==> src/rtl/core/assert_macros.svh <==
// ----------------------------------------------------------------------------
// Assertion macros
// Concurrent assertion wrappers shared by the trie core; they compile away
// when SYNTHESIS is defined.
// ----------------------------------------------------------------------------
`ifndef ASSERT_MACROS_SVH
`define ASSERT_MACROS_SVH

`ifndef SYNTHESIS

// Check an implication property on the rising clock, off during reset
`define BTMX_ASSERT(label, clk, rst_n, prop) \
  label: assert property (@(posedge clk) disable iff (!rst_n) prop) \
    else $error("btmx assertion failed");

// Check that a condition never holds on the rising clock, off during reset
`define BTMX_NEVER(label, clk, rst_n, cond) \
  label: assert property (@(posedge clk) disable iff (!rst_n) !(cond)) \
    else $error("btmx forbidden condition");

`else

`define BTMX_ASSERT(label, clk, rst_n, prop)
`define BTMX_NEVER(label, clk, rst_n, cond)

`endif

`endif

==> src/rtl/core/btmx_pkg.sv <==
// ----------------------------------------------------------------------------
// btmx_pkg
// Types, codes and defaults shared by the binary trie max-xor core.
// ----------------------------------------------------------------------------
`default_nettype none

package btmx_pkg;

  // Field widths of the request and result
  localparam int KEY_W  = 40;
  localparam int REQ_W  = 2;
  localparam int STAT_W = 2;

  // Parameter defaults
  localparam int KEY_BITS_DEF   = 40;
  localparam int NODE_COUNT_DEF = 65536;

  // Request codes
  localparam logic [REQ_W-1:0] REQ_INSERT = 2'd0;
  localparam logic [REQ_W-1:0] REQ_QUERY  = 2'd1;
  localparam logic [REQ_W-1:0] REQ_CLEAR  = 2'd2;

  // Status codes
  localparam logic [STAT_W-1:0] STAT_OK    = 2'd0;
  localparam logic [STAT_W-1:0] STAT_EMPTY = 2'd1;
  localparam logic [STAT_W-1:0] STAT_FULL  = 2'd2;

  typedef struct packed {
    logic [REQ_W-1:0] req_type;
    logic [KEY_W-1:0] key;
  } btmx_in_t;

  typedef struct packed {
    logic [KEY_W-1:0]  max_xor;
    logic [STAT_W-1:0] status;
  } btmx_out_t;

  typedef enum logic {
    S_IDLE,
    S_WALK
  } btmx_state_t;

  // Controller to datapath commands
  typedef struct packed {
    logic              start_walk;
    logic              walk_query;
    logic              step;
    logic              clear;
    logic              reply;
    logic [STAT_W-1:0] reply_status;
  } btmx_cmd_t;

  // Datapath to controller status
  typedef struct packed {
    logic trie_empty;
    logic store_full;
    logic last_level;
  } btmx_stat_t;

endpackage

`default_nettype wire

==> src/rtl/core/btmx_ctrl.sv <==
// ----------------------------------------------------------------------------
// btmx_ctrl
// Request sequencer: decodes a request, answers short ones at once and
// steps the datapath through one trie level per cycle for insert and query.
// ----------------------------------------------------------------------------
`default_nettype none

module btmx_ctrl (
  input  wire logic                        clk,
  input  wire logic                        rst_n,
  input  wire logic                        start,
  input  wire logic [btmx_pkg::REQ_W-1:0]  req_type,
  input  wire btmx_pkg::btmx_stat_t        stat,
  output logic                             busy,
  output btmx_pkg::btmx_cmd_t              cmd
);

  btmx_pkg::btmx_state_t state_r, state_nxt;
  logic                  walk_query_r, walk_query_nxt;

  // State and mode registers
  always_ff @(posedge clk) begin
    if (!rst_n) begin
      state_r      <= btmx_pkg::S_IDLE;
      walk_query_r <= 1'b0;
    end else begin
      state_r      <= state_nxt;
      walk_query_r <= walk_query_nxt;
    end
  end

  // Next state and commands
  always_comb begin
    state_nxt        = state_r;
    walk_query_nxt   = walk_query_r;
    cmd              = '0;
    cmd.reply_status = btmx_pkg::STAT_OK;
    case (state_r)
      btmx_pkg::S_IDLE: begin
        cmd.walk_query = (req_type == btmx_pkg::REQ_QUERY);
        if (start) begin
          case (req_type)
            btmx_pkg::REQ_INSERT: begin
              if (stat.store_full) begin
                cmd.reply        = 1'b1;
                cmd.reply_status = btmx_pkg::STAT_FULL;
              end else begin
                cmd.start_walk = 1'b1;
                walk_query_nxt = 1'b0;
                state_nxt      = btmx_pkg::S_WALK;
              end
            end
            btmx_pkg::REQ_QUERY: begin
              if (stat.trie_empty) begin
                cmd.reply        = 1'b1;
                cmd.reply_status = btmx_pkg::STAT_EMPTY;
              end else begin
                cmd.start_walk = 1'b1;
                walk_query_nxt = 1'b1;
                state_nxt      = btmx_pkg::S_WALK;
              end
            end
            btmx_pkg::REQ_CLEAR: begin
              cmd.clear = 1'b1;
              cmd.reply = 1'b1;
            end
            default: begin
              // unused code: answer ok, touch nothing
              cmd.reply = 1'b1;
            end
          endcase
        end
      end
      btmx_pkg::S_WALK: begin
        cmd.step       = 1'b1;
        cmd.walk_query = walk_query_r;
        if (stat.last_level) begin
          cmd.reply = 1'b1;
          state_nxt = btmx_pkg::S_IDLE;
        end
      end
      default: begin
        state_nxt = btmx_pkg::S_IDLE;
      end
    endcase
  end

  assign busy = (state_r != btmx_pkg::S_IDLE);

endmodule

`default_nettype wire

==> config.mk <==
export PLATFORM = sky130hd
export DESIGN_NAME = btmx_ctrl
export DESIGN_NICKNAME = d
export VERILOG_FILES = /design/src/rtl/core/assert_macros.svh /design/src/rtl/core/btmx_pkg.sv /design/src/rtl/core/btmx_ctrl.sv
export SDC_FILE = /design/constraint.sdc
export NUM_CORES = 1
export LEC_CHECK = 0
export ABC_AREA = 1
export BUFFER_PORTS_ARGS = -buffer_cell sky130_fd_sc_hd__buf_2
export CORE_AREA = 3 3 40 42
export DETAILED_ROUTE_END_ITERATION = 10
export DIE_AREA = 0 0 43 45
export PLACE_DENSITY = 0.46
export SLEW_MARGIN = 20
export SYNTH_ARGS = -nofsm -noshare
export SYNTH_HDL_FRONTEND = slang
export SYNTH_SLANG_ARGS = --single-unit
==> constraint.sdc <==
create_clock -name clk -period 0.9 [get_ports clk]
set_input_delay 0.18 -clock clk [delete_from_list [all_inputs] [get_ports clk]]
set_output_delay 0.18 -clock clk [all_outputs]
set_load 0.005 [all_outputs]
# == Word level (Yosys, flattened, before mapping) ==
# Cells that the tools add are included.
# op_classes
n_reduce_logical,3
eq_ne,4
n_bitwise,1
mux,22
# ops
cell,n
$pmux W1 S2,6
$mux W1,11
$mux W3,2
$reduce_and A5 Y1,1
$mux W4,1
$ne A2 B2 Y1 const B,2
$pmux W2 S2,1
$eq A2 B1 Y1 const B,1
$eq A2 B2 Y1 const B,1
$logic_not A2 Y1,1
$mux W2,1
$reduce_bool A2 Y1,1
$not A1 Y1,1
# word_totals
inputBits,8
ff_bits,2
word_cells,32
out_inout_bits,8

# == Logic depth before layout (Yosys ltp) ==
# depth
ltp_word,4
ltp_mapped,5
depth_no_buf,5

# == Least setup slack after synthesis ==
# No wires, ideal clock.
# synth_timing
kind,flip-flop to output port
from,"reg state_r, in the netlist busy"
to,out cmd[6] in the netlist's numbering
path_buffers,0
stages_incl_launch_ff,6
setup_slack_ns,-0.005
arrival_time_ns,0.725
required_ns,0.720
path_cell_list,dfxtp_1 -> inv_2 -> nand2_2 -> nor2_2 -> nand3_2 -> inv_1
# synth_lines
item,line,text
start: declaration,btmx_ctrl.sv:18,"btmx_pkg::btmx_state_t state_r, state_nxt;"
start signal: assignment,btmx_ctrl.sv:24,state_r <= btmx_pkg::S_IDLE;
start signal: assignment,btmx_ctrl.sv:27,state_r <= state_nxt;
end: declaration,btmx_ctrl.sv:15,output btmx_pkg::btmx_cmd_t cmd

==> run metrics <==
status=finished, violations left; failing checks=negative setup slack; hold_ws=0.1876 ns; Sw Ratio=0.2764; Synthesized Nets=38; Cell variety after synth=15; slew at the pin closest to its max-slew limit=0.1660 ns; core box area=0.001285 mm²; Slew headroom=0.8889; Post-CTS Hold Fix Bufs=0; CTS Buf Count=3; WP data arrival=1.00 ns; drt drc=0; buffers and inverters on the worst path=3; Final min period=1.182 ns; All-Layer GR Usage=0.06811; synthesized area per cell=6.339 µm²; period utilisation layout=1.313; io pins=16; Fmax achieved=846.0 MHz; top routing layer in use=met3; CP cell instances=inv_4 > nand2_4 > nor2_4 > nand3_2 > inv_1 > buf_2; number of global-route vias before repair=247; MaxCap Viol Count=0; Fin Clk Skew=0.002930 ns; VDD IR-drop max=0.3808 mV; DP Area=307.8 µm²; setup TNS=-1.987 ns; PD cells=1128 mW/mm²; Die Ht=45 µm; element type at the critical path end=output pin; Sequential Power Share=0.227; Synth area leader=dfxtp_1; global-route wire length before repair=979 µm; DRT met1 WL=281 µm; Initial Util=0.1480; Post-Syn Instances=30; CTS sink count=2; Worst Setup Start Kind=flip-flop; global route overflow=0; Post-Syn Area=190.2 µm²; DRT Pass-1 Iters=2; die area=0.001935 mm²; fin. max-slew vios=0; 1st-iter DRT viols=2; Synth Register Bits=2; CP required=0.72 ns; vias per cell=3.826; via count=264; H-Tree Depth=1; GP Congestion=0.7491; Crit path max-delay family=flip-flops; slowest cell on the critical path=dfxtp_4; Switch Pwr=0.0001194 W; row cnt=13; Post-DRT Antenna Nets=0; Int Power=0.0003125 W; Non-Filler Cell Area, Final=382.9 µm²; hpwl dp=475.1 µm; post-route setup slack=-0.2821 ns; CTS clk-pin slew, worst paths=0.03 ns; Nets=64; Min-Delay Path Class=input port to flip-flop; wire length per cell=8.797 µm; Critical Path Max Stage Delay=0.34 ns; routed wl met2=276 µm; Antenna diodes=0; clk root buf=clkbuf_4; Die X=43 µm; unrepaired setup endpoints after global routing=yes; Fin. Hold Viols=0; sequential-to-total area share from yosys stat=0.2105; CTS Buffer Depth=2; TritonCTS clock tree=done; multi-input logic area=133.9 µm²; FF/Latch Area=43.79 µm²; Final setup viols=10; largest net degree at the start of global routing=5; Layout area overhead=101.3%; YS warnings=0; worst-path fanout max=4; leading post-synthesis cells by cell area=dfxtp_1 (21%), nand3_2 (11%), inv_1 (9.9%); final core occ=0.2980; Skew-Pair Late Insertion Delay=0.22 ns; CP Class=flip-flop to output pin; layout cells sized above 1=0.6481; antenna violations before repair=0; Clk pwr share=0.458; leakage=0.2140 nW; total routed wirelength=607 µm; Comb power frac=0.316; Port Buf Inserts=15; length of routed met3 wiring=50 µm; Synth top area share=0.2105; fillcell total=149
-- area by class of cell --
type / count / share of cell area
timing repair buffer: 22 / 0.3627
multi-input combinational: 21 / 0.3497
clock buffer: 3 / 0.05882
inverter: 6 / 0.06536
sequential: 2 / 0.1144
tap: 15 / 0.04902
-- synthesized netlist by cell type --
cell type  n
a21oi_2    2
inv_2      1
nand3_2    2
nand2_2    2
nor2_2     1
o21ai_0    1
nor3_1     1
nand3b_1   1
nand3_1    2
inv_1      5
or2_1      1
dfxtp_1    2
buf_4      1
nor2_1     4
nand2_1    4
-- worst paths after layout --
kind                                     end  slack [ns]  cells after the start    startpoint
worst max register to register  walk_query_r       -0.26                      8          busy
worst min register to register  walk_query_r        0.50                      2  walk_query_r
worst max-delay path                  cmd[6]       -0.28                      6          busy
worst min-delay path                    busy        0.19                      3         rst_n
-- worst register-to-register path: cells and delay by family (launching register included) --
family	cells	cell delay, ns
AOI/OAI and AO/OA	1	0.12
buffers and inverters	4	0.42
DFF	1	0.34
and+or+nand+nor	3	0.21
-- cells by family after synthesis --
| family | after synthesis | synth area share |
|---|---|---|
| DFF | 2 | 0.2105 |
| AOI/OAI and AO/OA | 3 | 0.1184 |
| buffers and inverters | 7 | 0.1579 |
| and+or+nand+nor | 18 | 0.5131 |
-- flip-flops by register name (all words and copies together), names as in the netlist --
| name | flops |
|---|---|
| walk_query_r | 1 |
| busy | 1 |
-- per-layer routing --
layer | GRT usage | up-vias
met5 | 0 | -
li1 | - | 141
met3 | 0.02789 | 0
met1 | 0.08373 | 113
met4 | 0.03614 | 0
met2 | 0.1018 | 10
-- cells in the final DEF, fill, tap and decap left out, drive strengths merged --
master,n
buf,22
inv,6
nand2,6
nor2,5
nand3,4
clkbuf,3
a21oi,2
dfxtp,2
nor3,1
o21ai,1
or2,1
nand3b,1
-- metrics by stage --
step	instances	power, W	worst slack (ns)
floorplan	30	0.0001525	0.01644
global placement	63	0.0002102	-0.1155
detailed placement	63	0.0002104	-0.1146
CTS	69	0.0004412	-0.2895
global route	69	0.0004671	-0.3479
finish	69	0.0004319	-0.2821
-- power groups by stage --
stage / Sequential, W / Combinational (W) / Clock [W]
floorplan: 0.000101 / 0.0000520 / 0
global placement: 0.0000997 / 0.000110 / 0
detailed placement: 0.0000998 / 0.000111 / 0
CTS: 0.0000998 / 0.000134 / 0.000207
global route: 0.0000990 / 0.000151 / 0.000218
finish: 0.0000980 / 0.000136 / 0.000198
-- repair_timing --
action | CTS | global route
resized for setup | 7 | 3
setup buffers | 4 | 1
endpoints found under the setup margin | 10 | 10
endpoints found under the hold margin | 0 | 0
pin swaps | 3 | 3
Note: power is estimated with default switching activity, not from simulation.
